$ cat src/hdl/pfe_pkg.sv
`timescale 1ns / 1ps
// ----------------------------------------------------------------------------
// pfe_pkg: shared types and constants of the postfix evaluator
// Stack sizing, character codes, status codes and the queue word format.
// ----------------------------------------------------------------------------
package pfe_pkg;

  // stack sizing
  localparam int STACK_DEPTH = 16;
  localparam int PTR_W       = $clog2(STACK_DEPTH + 1);
  localparam int IDX_W       = (STACK_DEPTH > 1) ? $clog2(STACK_DEPTH) : 1;
  localparam int DEPTH_W     = 5;
  localparam int VALUE_W     = 32;

  // front queue sizing
  localparam int QUEUE_DEPTH = 2;
  localparam int QPTR_W      = $clog2(QUEUE_DEPTH);
  localparam int QCNT_W      = $clog2(QUEUE_DEPTH + 1);

  // divider sizing
  localparam int DIV_STEPS = VALUE_W;
  localparam int DIV_CNT_W = $clog2(DIV_STEPS);

  // character codes
  localparam logic [7:0] CH_ZERO  = 8'd48;
  localparam logic [7:0] CH_PLUS  = 8'd43;
  localparam logic [7:0] CH_MINUS = 8'd45;
  localparam logic [7:0] CH_STAR  = 8'd42;
  localparam logic [7:0] CH_SLASH = 8'd47;

  typedef enum logic [1:0] {
    ST_OK    = 2'd0,
    ST_UNDER = 2'd1,
    ST_OVER  = 2'd2,
    ST_DIV0  = 2'd3
  } status_t;

  typedef enum logic [2:0] {
    OP_PUSH,
    OP_ADD,
    OP_SUB,
    OP_MUL,
    OP_DIV
  } op_kind_t;

  typedef enum logic [1:0] {
    BK_IDLE,
    BK_EXEC,
    BK_DIV,
    BK_FINISH
  } back_state_t;

  // classified word handed from the front to the back
  typedef struct packed {
    op_kind_t             kind;
    logic [VALUE_W-1:0]   push_value;
    logic                 eoe;
  } queue_word_t;

  // entry count reported in the 5-bit depth field, modulo 32
  function automatic logic [DEPTH_W-1:0] depth_field(input logic [PTR_W-1:0] cnt);
    logic [31:0] wide;
    wide = 32'(cnt);
    return wide[DEPTH_W-1:0];
  endfunction

endpackage

$ cat src/hdl/pfe_if.sv
`timescale 1ns / 1ps
// ----------------------------------------------------------------------------
// pfe_if: channel interfaces of the postfix evaluator
// Input channel carries characters, output channel carries stack reports.
// ----------------------------------------------------------------------------
interface pfe_in_if;
  logic       valid;
  logic       ready;
  logic [7:0] symbol;
  logic       end_of_expression;

  modport source (output valid, output symbol, output end_of_expression, input ready);
  modport sink   (input valid, input symbol, input end_of_expression, output ready);
endinterface

interface pfe_out_if;
  logic               valid;
  logic               ready;
  logic signed [31:0] top_value;
  logic [4:0]         stack_depth;
  logic [1:0]         status;
  logic               expression_done;

  modport source (output valid, output top_value, output stack_depth, output status,
                  output expression_done, input ready);
  modport sink   (input valid, input top_value, input stack_depth, input status,
                  input expression_done, output ready);
endinterface

$ cat src/hdl/pfe_ram.sv
`timescale 1ns / 1ps
// ----------------------------------------------------------------------------
// pfe_ram: generic single-write, single-read RAM
// One write port, one read port with registered read data.
// ----------------------------------------------------------------------------
module pfe_ram #(
  parameter int WIDTH = 32,
  parameter int DEPTH = 16
) (
  input  logic                                    clk,
  input  logic                                    wr_en,
  input  logic [((DEPTH > 1) ? $clog2(DEPTH) : 1)-1:0] wr_addr,
  input  logic [WIDTH-1:0]                        wr_data,
  input  logic [((DEPTH > 1) ? $clog2(DEPTH) : 1)-1:0] rd_addr,
  output logic [WIDTH-1:0]                        rd_data
);

  logic [WIDTH-1:0] mem [DEPTH];

  // write port and registered read
  always_ff @(posedge clk) begin
    if (wr_en) begin
      mem[wr_addr] <= wr_data;
    end
    rd_data <= mem[rd_addr];
  end

endmodule

$ cat src/hdl/pfe_div.sv
`timescale 1ns / 1ps
// ----------------------------------------------------------------------------
// pfe_div: iterative signed divider
// Restoring division on magnitudes, one quotient bit per cycle,
// quotient truncated toward zero. Divisor must be nonzero.
// ----------------------------------------------------------------------------
module pfe_div (
  input  logic                         clk,
  input  logic                         rst,
  input  logic                         start,
  input  logic [pfe_pkg::VALUE_W-1:0]  numerator,
  input  logic [pfe_pkg::VALUE_W-1:0]  denominator,
  output logic                         done,
  output logic [pfe_pkg::VALUE_W-1:0]  quotient
);

  logic                           busy;
  logic [pfe_pkg::DIV_CNT_W-1:0]  cnt;
  logic [pfe_pkg::VALUE_W-1:0]    rem;
  logic [pfe_pkg::VALUE_W-1:0]    quo;
  logic [pfe_pkg::VALUE_W-1:0]    dvs;
  logic                           neg_q;

  logic [pfe_pkg::VALUE_W:0]      trial;
  logic [pfe_pkg::VALUE_W-1:0]    rem_next;
  logic [pfe_pkg::VALUE_W-1:0]    quo_next;
  logic [pfe_pkg::VALUE_W-1:0]    mag_n;
  logic [pfe_pkg::VALUE_W-1:0]    mag_d;

  // operand magnitudes
  assign mag_n = numerator[pfe_pkg::VALUE_W-1]   ? (~numerator + 1'b1)   : numerator;
  assign mag_d = denominator[pfe_pkg::VALUE_W-1] ? (~denominator + 1'b1) : denominator;

  // one restoring step
  always_comb begin
    trial = {rem, quo[pfe_pkg::VALUE_W-1]} - {1'b0, dvs};
    if (!trial[pfe_pkg::VALUE_W]) begin
      rem_next = trial[pfe_pkg::VALUE_W-1:0];
      quo_next = {quo[pfe_pkg::VALUE_W-2:0], 1'b1};
    end else begin
      rem_next = {rem[pfe_pkg::VALUE_W-2:0], quo[pfe_pkg::VALUE_W-1]};
      quo_next = {quo[pfe_pkg::VALUE_W-2:0], 1'b0};
    end
  end

  // control
  always_ff @(posedge clk) begin
    if (rst) begin
      busy <= 1'b0;
      done <= 1'b0;
      cnt  <= '0;
    end else begin
      done <= busy && !start && (cnt == pfe_pkg::DIV_CNT_W'(pfe_pkg::DIV_STEPS - 1));
      if (start) begin
        busy <= 1'b1;
        cnt  <= '0;
      end else if (busy) begin
        cnt <= cnt + 1'b1;
        if (cnt == pfe_pkg::DIV_CNT_W'(pfe_pkg::DIV_STEPS - 1)) begin
          busy <= 1'b0;
        end
      end
    end
  end

  // datapath
  always_ff @(posedge clk) begin
    if (start) begin
      rem   <= '0;
      quo   <= mag_n;
      dvs   <= mag_d;
      neg_q <= numerator[pfe_pkg::VALUE_W-1] ^ denominator[pfe_pkg::VALUE_W-1];
    end else if (busy) begin
      rem <= rem_next;
      quo <= quo_next;
      if (cnt == pfe_pkg::DIV_CNT_W'(pfe_pkg::DIV_STEPS - 1)) begin
        quotient <= neg_q ? (~quo_next + 1'b1) : quo_next;
      end
    end
  end

endmodule

$ cat src/hdl/pfe_front.sv
`timescale 1ns / 1ps
// ----------------------------------------------------------------------------
// pfe_front: input side of the postfix evaluator
// Accepts characters, classifies them as push or operator and holds
// them in a short queue for the back end.
// ----------------------------------------------------------------------------
module pfe_front (
  input  logic                 clk,
  input  logic                 rst,
  pfe_in_if.sink               in_ch,
  output logic                 q_valid,
  output pfe_pkg::queue_word_t q_word,
  input  logic                 q_pop
);

  pfe_pkg::queue_word_t         slots [pfe_pkg::QUEUE_DEPTH];
  logic [pfe_pkg::QPTR_W-1:0]   wr_ptr;
  logic [pfe_pkg::QPTR_W-1:0]   rd_ptr;
  logic [pfe_pkg::QCNT_W-1:0]   count;
  pfe_pkg::queue_word_t         word_in;
  logic                         push;

  // classify the incoming character
  always_comb begin
    word_in.eoe        = in_ch.end_of_expression;
    word_in.push_value = 32'(in_ch.symbol) - 32'(pfe_pkg::CH_ZERO);
    if (in_ch.symbol == pfe_pkg::CH_PLUS) begin
      word_in.kind = pfe_pkg::OP_ADD;
    end else if (in_ch.symbol == pfe_pkg::CH_MINUS) begin
      word_in.kind = pfe_pkg::OP_SUB;
    end else if (in_ch.symbol == pfe_pkg::CH_STAR) begin
      word_in.kind = pfe_pkg::OP_MUL;
    end else if (in_ch.symbol == pfe_pkg::CH_SLASH) begin
      word_in.kind = pfe_pkg::OP_DIV;
    end else begin
      word_in.kind = pfe_pkg::OP_PUSH;
    end
  end

  assign in_ch.ready = (count != pfe_pkg::QCNT_W'(pfe_pkg::QUEUE_DEPTH));
  assign push        = in_ch.valid && in_ch.ready;
  assign q_valid     = (count != '0);
  assign q_word      = slots[rd_ptr];

  // queue pointers and fill count
  always_ff @(posedge clk) begin
    if (rst) begin
      wr_ptr <= '0;
      rd_ptr <= '0;
      count  <= '0;
    end else begin
      if (push) begin
        wr_ptr <= wr_ptr + 1'b1;
      end
      if (q_pop) begin
        rd_ptr <= rd_ptr + 1'b1;
      end
      if (push && !q_pop) begin
        count <= count + 1'b1;
      end else if (!push && q_pop) begin
        count <= count - 1'b1;
      end
    end
  end

  // queue storage
  always_ff @(posedge clk) begin
    if (push) begin
      slots[wr_ptr] <= word_in;
    end
  end

endmodule

$ cat src/hdl/pfe_back.sv
`timescale 1ns / 1ps
// ----------------------------------------------------------------------------
// pfe_back: execution side of the postfix evaluator
// Keeps the top of stack in a register and the rest in a RAM, executes
// one queued word at a time and loads the output register.
// ----------------------------------------------------------------------------
module pfe_back (
  input  logic                 clk,
  input  logic                 rst,
  input  logic                 q_valid,
  input  pfe_pkg::queue_word_t q_word,
  output logic                 q_pop,
  pfe_out_if.source            out_ch
);

  pfe_pkg::back_state_t          state, state_next;
  pfe_pkg::queue_word_t          cur;
  logic [pfe_pkg::PTR_W-1:0]     sp;
  logic [pfe_pkg::VALUE_W-1:0]   top;
  logic [pfe_pkg::VALUE_W-1:0]   res;
  pfe_pkg::status_t              status;

  logic [pfe_pkg::VALUE_W-1:0]   left;
  logic [pfe_pkg::PTR_W-1:0]     sp_m1;
  logic [pfe_pkg::PTR_W-1:0]     sp_m2;
  logic                          wr_en;
  logic                          div_start;
  logic                          div_done;
  logic [pfe_pkg::VALUE_W-1:0]   div_q;
  logic                          commit;
  logic                          under;
  logic                          full;
  logic [pfe_pkg::VALUE_W-1:0]   exec_res;
  pfe_pkg::status_t              exec_status;
  logic [pfe_pkg::PTR_W-1:0]     sp_new;

  logic                          out_valid;
  logic [pfe_pkg::VALUE_W-1:0]   out_top;
  logic [pfe_pkg::DEPTH_W-1:0]   out_depth;
  pfe_pkg::status_t              out_status;
  logic                          out_done;

  assign sp_m1 = sp - 1'b1;
  assign sp_m2 = sp - 2'd2;
  assign under = (sp < pfe_pkg::PTR_W'(2));
  assign full  = (sp == pfe_pkg::PTR_W'(pfe_pkg::STACK_DEPTH));

  // entries below the top live in the RAM
  pfe_ram #(
    .WIDTH (pfe_pkg::VALUE_W),
    .DEPTH (pfe_pkg::STACK_DEPTH)
  ) u_stack (
    .clk     (clk),
    .wr_en   (wr_en),
    .wr_addr (sp_m1[pfe_pkg::IDX_W-1:0]),
    .wr_data (top),
    .rd_addr (sp_m2[pfe_pkg::IDX_W-1:0]),
    .rd_data (left)
  );

  pfe_div u_div (
    .clk         (clk),
    .rst         (rst),
    .start       (div_start),
    .numerator   (left),
    .denominator (top),
    .done        (div_done),
    .quotient    (div_q)
  );

  // operation result, left from the RAM and right from the top register
  always_comb begin
    exec_res    = '0;
    exec_status = pfe_pkg::ST_OK;
    unique case (cur.kind)
      pfe_pkg::OP_PUSH: begin
        exec_res = cur.push_value;
        if (full) begin
          exec_status = pfe_pkg::ST_OVER;
        end
      end
      pfe_pkg::OP_ADD: exec_res = left + top;
      pfe_pkg::OP_SUB: exec_res = left - top;
      pfe_pkg::OP_MUL: exec_res = left * top;
      pfe_pkg::OP_DIV: begin
        if (top == '0) begin
          exec_status = pfe_pkg::ST_DIV0;
        end
      end
      default: exec_res = '0;
    endcase
    if (cur.kind != pfe_pkg::OP_PUSH && under) begin
      exec_status = pfe_pkg::ST_UNDER;
    end
  end

  // new entry count on success
  assign sp_new = (cur.kind == pfe_pkg::OP_PUSH) ? (sp + 1'b1) : sp_m1;

  // sequencer
  always_comb begin
    state_next = state;
    q_pop      = 1'b0;
    div_start  = 1'b0;
    commit     = 1'b0;
    wr_en      = 1'b0;
    unique case (state)
      pfe_pkg::BK_IDLE: begin
        if (q_valid) begin
          q_pop      = 1'b1;
          state_next = pfe_pkg::BK_EXEC;
        end
      end
      pfe_pkg::BK_EXEC: begin
        if (cur.kind == pfe_pkg::OP_DIV && exec_status == pfe_pkg::ST_OK) begin
          div_start  = 1'b1;
          state_next = pfe_pkg::BK_DIV;
        end else begin
          state_next = pfe_pkg::BK_FINISH;
        end
      end
      pfe_pkg::BK_DIV: begin
        if (div_done) begin
          state_next = pfe_pkg::BK_FINISH;
        end
      end
      pfe_pkg::BK_FINISH: begin
        if (!out_valid || out_ch.ready) begin
          commit     = 1'b1;
          state_next = pfe_pkg::BK_IDLE;
          wr_en      = (cur.kind == pfe_pkg::OP_PUSH) && (status == pfe_pkg::ST_OK)
                       && (sp != '0);
        end
      end
      default: state_next = pfe_pkg::BK_IDLE;
    endcase
  end

  always_ff @(posedge clk) begin
    if (rst) begin
      state <= pfe_pkg::BK_IDLE;
    end else begin
      state <= state_next;
    end
  end

  // working registers
  always_ff @(posedge clk) begin
    if (q_pop) begin
      cur <= q_word;
    end
    if (state == pfe_pkg::BK_EXEC) begin
      res    <= exec_res;
      status <= exec_status;
    end
    if (state == pfe_pkg::BK_DIV && div_done) begin
      res <= div_q;
    end
    if (commit && status == pfe_pkg::ST_OK) begin
      top <= res;
    end
  end

  // stack pointer
  always_ff @(posedge clk) begin
    if (rst) begin
      sp <= '0;
    end else if (commit) begin
      if (cur.eoe) begin
        sp <= '0;
      end else if (status == pfe_pkg::ST_OK) begin
        sp <= sp_new;
      end
    end
  end

  // output register
  always_ff @(posedge clk) begin
    if (rst) begin
      out_valid <= 1'b0;
    end else if (commit) begin
      out_valid <= 1'b1;
    end else if (out_ch.ready) begin
      out_valid <= 1'b0;
    end
  end

  always_ff @(posedge clk) begin
    if (commit) begin
      out_status <= status;
      out_done   <= cur.eoe;
      if (status == pfe_pkg::ST_OK) begin
        out_top   <= res;
        out_depth <= pfe_pkg::depth_field(sp_new);
      end else begin
        out_top   <= (sp != '0) ? top : '0;
        out_depth <= pfe_pkg::depth_field(sp);
      end
    end
  end

  assign out_ch.valid           = out_valid;
  assign out_ch.top_value       = out_top;
  assign out_ch.stack_depth     = out_depth;
  assign out_ch.status          = out_status;
  assign out_ch.expression_done = out_done;

endmodule

$ cat src/hdl/postfix_expression_evaluator_unit.sv
`timescale 1ns / 1ps
// ----------------------------------------------------------------------------
// postfix_expression_evaluator_unit: postfix expression evaluator
// Evaluates RPN characters on a bounded 32-bit operand stack.
//
//  channel  | direction | word contents
//  ---------+-----------+-----------------------------------------------------
//  in_ch    | in        | symbol, end_of_expression
//  out_ch   | out       | top_value, stack_depth, status, expression_done
//
// Push, add, subtract and multiply pass through execute and finish states
// to the output register; divide also waits on the 32-step iterative divider.
// Two words can wait in the input queue while the back end is busy.
// A result stalled on out_ch holds the back end in its final step.
// Reset empties the stack and the queue; the stack RAM is not cleared.
// ----------------------------------------------------------------------------
module postfix_expression_evaluator_unit (
  input  logic       clk,
  input  logic       rst,
  pfe_in_if.sink     in_ch,
  pfe_out_if.source  out_ch
);

  logic                 q_valid;
  pfe_pkg::queue_word_t q_word;
  logic                 q_pop;

  pfe_front u_front (
    .clk     (clk),
    .rst     (rst),
    .in_ch   (in_ch),
    .q_valid (q_valid),
    .q_word  (q_word),
    .q_pop   (q_pop)
  );

  pfe_back u_back (
    .clk     (clk),
    .rst     (rst),
    .q_valid (q_valid),
    .q_word  (q_word),
    .q_pop   (q_pop),
    .out_ch  (out_ch)
  );

endmodule

$ cat src/flat_wrapper.sv
// flat-port wrapper written by rule: the top's interface ports become plain ports
module postfix_expression_evaluator_unit_flat 
  (clk, rst, in_ch_valid, in_ch_symbol, in_ch_end_of_expression, in_ch_ready, out_ch_valid, out_ch_top_value, out_ch_stack_depth, out_ch_status, out_ch_expression_done, out_ch_ready);
  pfe_in_if in_ch_i ();
  pfe_out_if out_ch_i ();
  input  logic clk;
  input  logic rst;
  input wire logic [$bits(in_ch_i.valid)-1:0] in_ch_valid;
  input wire logic [$bits(in_ch_i.symbol)-1:0] in_ch_symbol;
  input wire logic [$bits(in_ch_i.end_of_expression)-1:0] in_ch_end_of_expression;
  output wire logic [$bits(in_ch_i.ready)-1:0] in_ch_ready;
  output wire logic [$bits(out_ch_i.valid)-1:0] out_ch_valid;
  output wire logic [$bits(out_ch_i.top_value)-1:0] out_ch_top_value;
  output wire logic [$bits(out_ch_i.stack_depth)-1:0] out_ch_stack_depth;
  output wire logic [$bits(out_ch_i.status)-1:0] out_ch_status;
  output wire logic [$bits(out_ch_i.expression_done)-1:0] out_ch_expression_done;
  input wire logic [$bits(out_ch_i.ready)-1:0] out_ch_ready;
  assign in_ch_i.valid = in_ch_valid;
  assign in_ch_i.symbol = in_ch_symbol;
  assign in_ch_i.end_of_expression = in_ch_end_of_expression;
  assign in_ch_ready = in_ch_i.ready;
  assign out_ch_valid = out_ch_i.valid;
  assign out_ch_top_value = out_ch_i.top_value;
  assign out_ch_stack_depth = out_ch_i.stack_depth;
  assign out_ch_status = out_ch_i.status;
  assign out_ch_expression_done = out_ch_i.expression_done;
  assign out_ch_i.ready = out_ch_ready;
  postfix_expression_evaluator_unit u_core (.clk(clk), .rst(rst), .in_ch(in_ch_i), .out_ch(out_ch_i));
endmodule
$ cat config.mk
export PLATFORM = sky130hd
export DESIGN_NAME = postfix_expression_evaluator_unit_flat
export DESIGN_NICKNAME = d
export VERILOG_FILES = /design/src/hdl/pfe_pkg.sv /design/src/hdl/pfe_if.sv /design/src/hdl/pfe_ram.sv /design/src/hdl/pfe_div.sv /design/src/hdl/pfe_front.sv /design/src/hdl/pfe_back.sv /design/src/hdl/postfix_expression_evaluator_unit.sv /design/src/flat_wrapper.sv
export SDC_FILE = /design/constraint.sdc
export NUM_CORES = 2
export LEC_CHECK = 0
export BUFFER_PORTS_ARGS = -buffer_cell sky130_fd_sc_hd__buf_2
export CORE_ASPECT_RATIO = 0.7
export CORE_MARGIN = 3
export CORE_UTILIZATION = 31
export DETAILED_ROUTE_END_ITERATION = 8
export GPL_ROUTABILITY_DRIVEN = 0
export PLACE_DENSITY = 0.52
export SYNTH_ARGS = -nofsm -noshare
export SYNTH_HDL_FRONTEND = slang
export SYNTH_SLANG_ARGS = --single-unit
$ cat constraint.sdc
create_clock -name clk -period 22.2 [get_ports clk]
set_input_delay 3.33 -clock clk [delete_from_list [all_inputs] [get_ports clk]]
set_output_delay 3.33 -clock clk [all_outputs]
set_load 0.005 [all_outputs]
## Word-level counts from Yosys, hierarchy flattened

Memory sizes are Yosys's and may differ from the RTL's. A register that Yosys moved wholly into a read port is not among the register bits.
Cells that the tools add are included.

| word-level totals | value |
|---|---|
| register bits | 254 |
| bits in writable memories | 584 |
| output and inout port bits | 42 |
| logic and storage cells | 141 |
| memories | 2 |

Memory list:

| memory | depth | bits a word | read ports | clocked after Yosys merged registers in | wr ports | RTL line | RTL |
|---|---|---|---|---|---|---|---|
| u_core.u_back.u_stack.mem | 16 | 32 | 1 | 1 | 1 | pfe_ram.sv:18 | `logic [WIDTH-1:0] mem [DEPTH];` |
| u_core.u_front.slots | 2 | 36 | 1 | 1 | 1 | pfe_front.sv:16 | `pfe_pkg::queue_word_t slots [pfe_pkg::QUEUE_DEPTH];` |

| operators by class | value |
|---|---|
| add/subtract/negate cells | 15 |
| $mul | 1 |
| order comparisons | 1 |
| eq/ne operators | 17 |
| mux-type cells | 47 |
| bitwise logic cells | 5 |
| reductions and logical operators | 31 |

Operators with widths:

| kind | count |
|---|---|
| 32-bit two-way mux | 9 |
| 32-bit one-hot mux with 4 select lines | 1 |
| 32-bit by 1-bit adder with 32-bit output, second input constant | 3 |
| 32-bit inverter | 3 |
| 33-bit by 32-bit subtractor with 33-bit output | 1 |
| 32-bit adder | 1 |
| 8-bit by 6-bit equality test with 1-bit output, second input constant | 4 |
| 32-bit logical NOT | 1 |
| 32-bit by 32-bit multiplier with 32-bit output | 1 |
| 32-bit subtractor | 1 |
| 31-bit two-way mux | 1 |
| 1-bit two-way mux | 19 |
| 2-bit two-way mux | 8 |
| 5-bit two-way mux | 3 |
| 3-bit two-way mux | 4 |
| 1-bit logical AND | 11 |
| 5-bit by 1-bit adder with 5-bit output, second input constant | 2 |
| 5-bit equality test, second input constant | 2 |
| 2-bit nonzero test | 5 |
| 8-bit by 6-bit subtractor with 9-bit output, second input constant | 1 |
| 2-bit one-hot mux with 4 select lines | 1 |
| 3-bit by 2-bit equality test with 1-bit output, second input constant | 2 |
| 2-bit logical NOT | 3 |
| 3-bit AND reduction | 2 |
| other kinds (21) | 28 |

## Depth between registers and ports, before layout

| logic depth | value |
|---|---|
| word-level depth | 11 |
| mapped depth | 27 |
| gate-level depth less buffers | 25 |

## Modules after synthesis

A second synthesis with hierarchy kept.

| second synthesis, totals | value |
|---|---|
| cell total of the unflattened synthesis | 4459 |
| area, all modules | 54434.7 um^2 |

By module, submodules not included:

| module | times used | cells each | area each (um^2) |
|---|---|---|---|
| pfe_back | 1 | 2577 | 24364.6 |
| pfe_ram | 1 | 838 | 19835.3 |
| pfe_div | 1 | 941 | 8797.2 |
| pfe_front | 1 | 103 | 1437.6 |

## Worst setup path after synthesis

Ideal clock, no wire load.

| path | value |
|---|---|
| path kind | register to register |
| from | register u_core.u_back.top[6] (netlist bit) |
| to | register u_core.u_back.res[29] (netlist bit), data pin |
| library setup time | 0.261 ns |
| data arrival time | 7.119 ns |
| data required time | 21.939 ns |
| slack | 14.819 ns |
| stages on the path, launching flop included | 25 |
| buffers on the path | 2 |
| clock period less this slack | 7.381 ns |
| cells stage by stage | edfxtp_1 > clkbuf_1 > clkbuf_1 > and2_1 > fa_1 > fa_1 > fa_1 > inv_1 > fa_1 > inv_1 > fa_1 > inv_1 > fa_1 > inv_1 > fa_1 > fa_1 > ha_1 > a21oi_1 > o21ai_0 > a211oi_1 > nor4_1 > o31a_1 > or3_1 > a31oi_1 > a21oi_1 |

| between the ends | value |
|---|---|
| longest elaborated chain between the ends | 4 |

RTL lines:

| what | RTL line | RTL |
|---|---|---|
| start, declared | pfe_back.sv:19 | `logic [pfe_pkg::VALUE_W-1:0] top;` |
| start signal, assigned | pfe_back.sv:160 | `top <= res;` |
| 32-bit by 32-bit multiplier with 32-bit output, or another cell as far along | pfe_back.sv:84 | `pfe_pkg::OP_MUL: exec_res = left * top;` |
| 32-bit one-hot mux with 4 select lines * | pfe_back.sv:75 | `unique case (cur.kind)` |
| 32-bit two-way mux * | pfe_back.sv:152 | `if (state == pfe_pkg::BK_EXEC) begin` |
| 32-bit two-way mux * | pfe_back.sv:156 | `if (state == pfe_pkg::BK_DIV && div_done) begin` |
| end signal, assigned | pfe_back.sv:153 | `res <= exec_res;` |
| end signal, assigned | pfe_back.sv:157 | `res <= div_q;` |
| end, declared | pfe_back.sv:20 | `logic [pfe_pkg::VALUE_W-1:0] res;` |

Every way passes the cells marked *; elsewhere a longest branch is shown, timed or not. The select of a mux whose other input is x is not followed.
A chain may end at the register's enable or synchronous reset.

## Final worst setup path

| path | value |
|---|---|
| from | register u_core.u_back.top[5] (netlist bit) |
| to | register u_core.u_back.res[29] (netlist bit), data pin |

Same word-level chain as after synthesis.

==> results.yml <==
outcome:
  status: "completed"
timing:
  final.setup.worst_slack_ns: 14.15
  rsz0062_at_grt: "false"
  tns_ns: 0
  drv_slew: 0
  slew_headroom: 0.182
  fin_crit_sh: 0.363
  hold_viol: 0
  setup-violations-final: 0
  final.setup_skew_ns: 0.0624
  period_minus_slack_ns: 8.05
  tightest_slew_ns: 1.23
  fmax_ghz: 0.124
pwr:
  power_frac_seq: 0.222
  vdd_drop_max_mv: 0.211
  cell_internal_pwr_mw: 4.85
  p_comb_frac: 0.610
  powerDensity_nw_per_um2: 150
  clockPowerShare: 0.168
  cellLeakagePower_nw: 22.3
  p_sw_frac: 0.451
  power.net_switching_mw: 3.98
yosys:
  syn-cell-area_um2: 53100
  synth-main-ff-cell: "edfxtp_1"
  post-synth-top-area-fraction: 0.427
  synth_cell_types: 75
  synth_area_leaders: "edfxtp_1 43%, fa_1 15%, mux4_2 6.8%"
  syn_nets: 4900
  yosys_register_bits: 837
  yosysWarnings: 0
  async_reset_ff_frac: 0
  synth_seq_area_share: 0.458
  post_synth.cell_area_avg_um2: 12.4
  netlist_instances: 4269
  yosysTopAreaCell: "edfxtp_1"
  synth_edf_count: 754
cells_and_area:
  layout_commonest_cell: "edfxtp_1"
  multi_input_area_um2: 26400
  antenna_cells: 0
  layout_common_cells: "754 x edfxtp_1, 450 x inv_1, 420 x nand2_1, 410 x fa_1, 310 x and2_1"
  nFillCells: 16600
  layout-drive-gt1-share: 0.114
  syn_to_final_growth_pct: 11.2
  fin_nets: 4905
  seq_area_um2: 24300
clocking:
  clkLatencyLatePin_ns: 0.71
  root_buffer: "clkbuf_16"
  cts_tree: "yes"
  postCtsResizedCells: 0
  post_cts_buffers: 0
  cts.sinks: 837
  path_clk_slew_ns: 0.06
  cts_buffers: 82
  clock_path_buffers: 3
  cts_htree_levels: 3
  postCtsHoldBufs: 0
setup_path:
  criticalPathCategory: "reg2reg"
  cp_max_fo: 43
  critPathRequiredTime_ns: 22.63
  rr_worst_depth: 23
  end_kind: "flip-flop"
  critical_path_arrival_ns: 8.48
  reg2reg_slack_ns: 14.15
  worstReg2RegStart: "u_core.u_back.top[5]"
  rr_endpoint: "u_core.u_back.res[29]"
  cp-start-kind: "flip-flop"
placed_design:
  io_buffers: 54
  pre_cts_ws_ns: 14.32
  dp_hpwl_um: 105000
floorplan:
  rows: 126
  die_w_um: 501
  fp.coreArea_um2: 169000
  die_y_um: 352
  ioPinCount: 55
  dieArea_um2: 176000
  start_util: 0.313
routing:
  drt_iter0_markers: 3997
  routed_wl_um: 164000
  dr.pass1.iters: 5
  vias: 34300
  wl_per_cell_um: 24.9
  drt-vias-per-instance: 5.21
  drc: 0
  drtAntennaViolNets: 0
grt:
  grt_max_degree: 102
  grt_pass1_vias: 34300
  overflow: 0
  grt_first_pass_wirelength_um: 240000
  antenna_found_initial: 11
  track_usage: 0.184
run:
  maxCapViolCount: 0
worst_hold_path:
  min_from: "u_core.u_back.res[10]"
  hold_path_class: "reg2reg"
  holdPathEnd: "u_core.u_back.top[10]"
  hold_depth: 0
-- state kept, by name, summed over array words and instances (netlist names), 5 cells and up --
signal and cells:
u_core.u_back.out_ch.stack_depth 5, u_core.u_back.u_stack.mem 512, u_core.u_back.res 32, u_core.u_back.u_div.dvs 32
u_core.u_front.slots 26, u_core.u_back.u_div.quotient 32, u_core.u_back.u_div.quo 32, u_core.u_back.cur 13
u_core.u_back.top 32, u_core.u_back.u_div.cnt 5, u_core.u_back.sp 5, u_core.u_back.u_stack.rd_data 32
u_core.u_back.out_ch.top_value 32, u_core.u_back.u_div.rem 32
-- logic make-up (layout without fill, tap and decap cells) --
| kind of cell | after synthesis | after routing | synth area share |
|---|---|---|---|
| buf+inv | 683 | 757 | 0.0484 |
| fa+ha+maj | 618 | 618 | 0.204 |
| compound gates | 570 | 570 | 0.0700 |
| simple gates | 1122 | 1122 | 0.105 |
| flops | 837 | 837 | 0.458 |
| xor+xnor | 249 | 249 | 0.0414 |
| mux | 190 | 190 | 0.0739 |
-- synthesized netlist by cell type, types with 19 or more instances --
library cell / count
xnor2_1: 155
inv_1: 452
buf_1: 22
nand3_1: 30
and2_1: 310
nor2_1: 173
a21oi_1: 139
o31ai_1: 36
dfxtp_1: 83
o21a_1: 19
fa_1: 410
mux4_2: 160
a31oi_1: 31
o21ai_0: 142
clkbuf_1: 204
nand2_1: 421
ha_1: 208
edfxtp_1: 754
xor2_1: 93
or3_1: 29
a22o_1: 36
a21o_1: 42
nor3_1: 31
nand2b_1: 31
-- area by class of cell --
cell class                 instances  area share
clock inverter                    32     0.00850
clock buffer                     121      0.0393
tap                             2240      0.0475
multi-input combinational       2749       0.447
timing repair buffer             151      0.0171
inverter                         453      0.0288
sequential                       837       0.412
-- worst max-delay path, stage by stage, from the launching register on --
cell	delay, ns
edfxtp_1	0.50
buf_4	0.48
and2_1	0.26
fa_1	0.42
fa_1	0.51
fa_1	0.52
inv_1	0.05
fa_1	0.48
inv_1	0.06
fa_1	0.50
inv_1	0.06
fa_1	0.53
inv_1	0.06
fa_1	0.50
fa_1	0.43
ha_1	0.37
a21oi_1	0.16
o21ai_0	0.16
a211oi_1	0.58
nor4_1	0.19
o31a_1	0.32
or3_1	0.32
a31oi_1	0.17
a21oi_1	0.09
-- layer usage --
layer	routed length, um	up-vias	GRT usage
met4	2700	0	0.0324
met5	0	-	0
li1	-	14800	-
met1	79700	17900	0.294
met3	14700	158	0.0384
met2	66600	1450	0.255
-- power groups by stage --
stage / Sequential (mW) / Combinational (mW) / Clock (mW)
6_report: 1.96 / 5.39 / 1.48
5_1_grt: 1.97 / 5.88 / 1.58
4_1_cts: 1.96 / 5.29 / 1.52
3_5_place_dp: 1.99 / 5.22 / 0
3_3_place_gp: 1.99 / 5.23 / 0
2_1_floorplan: 1.94 / 3.59 / 0
-- how the worst max path moves through the flow --
stage | start | depth (start not counted) | end | slack, ns
floorplan | u_core.u_back.top[6] | 24 | u_core.u_back.res[29] | 14.82
global placement | u_core.u_back.top[5] | 23 | u_core.u_back.res[29] | 14.31
detailed placement | u_core.u_back.top[5] | 23 | u_core.u_back.res[29] | 14.32
CTS | u_core.u_back.top[5] | 23 | u_core.u_back.res[29] | 14.24
global route | u_core.u_back.top[5] | 23 | u_core.u_back.res[29] | 13.81
finish | u_core.u_back.top[5] | 23 | u_core.u_back.res[29] | 14.15
-- through the flow --
step / util / hold WS [ns] / cells / power, mW / instance area, um^2
after floorplan: - / 0.427 / 4269 / 5.53 / 53100
after global placement: 0.332 / 0.432 / 6430 / 7.22 / 56200
after detailed placement: 0.332 / 0.434 / 6430 / 7.21 / 56200
after CTS: 0.349 / 0.438 / 6583 / 8.76 / 59000
after global routing: 0.349 / 0.455 / 6583 / 9.43 / 59000
final: 0.349 / 0.444 / 6583 / 8.83 / 59000
Note: power is estimated with default switching activity, not from simulation.
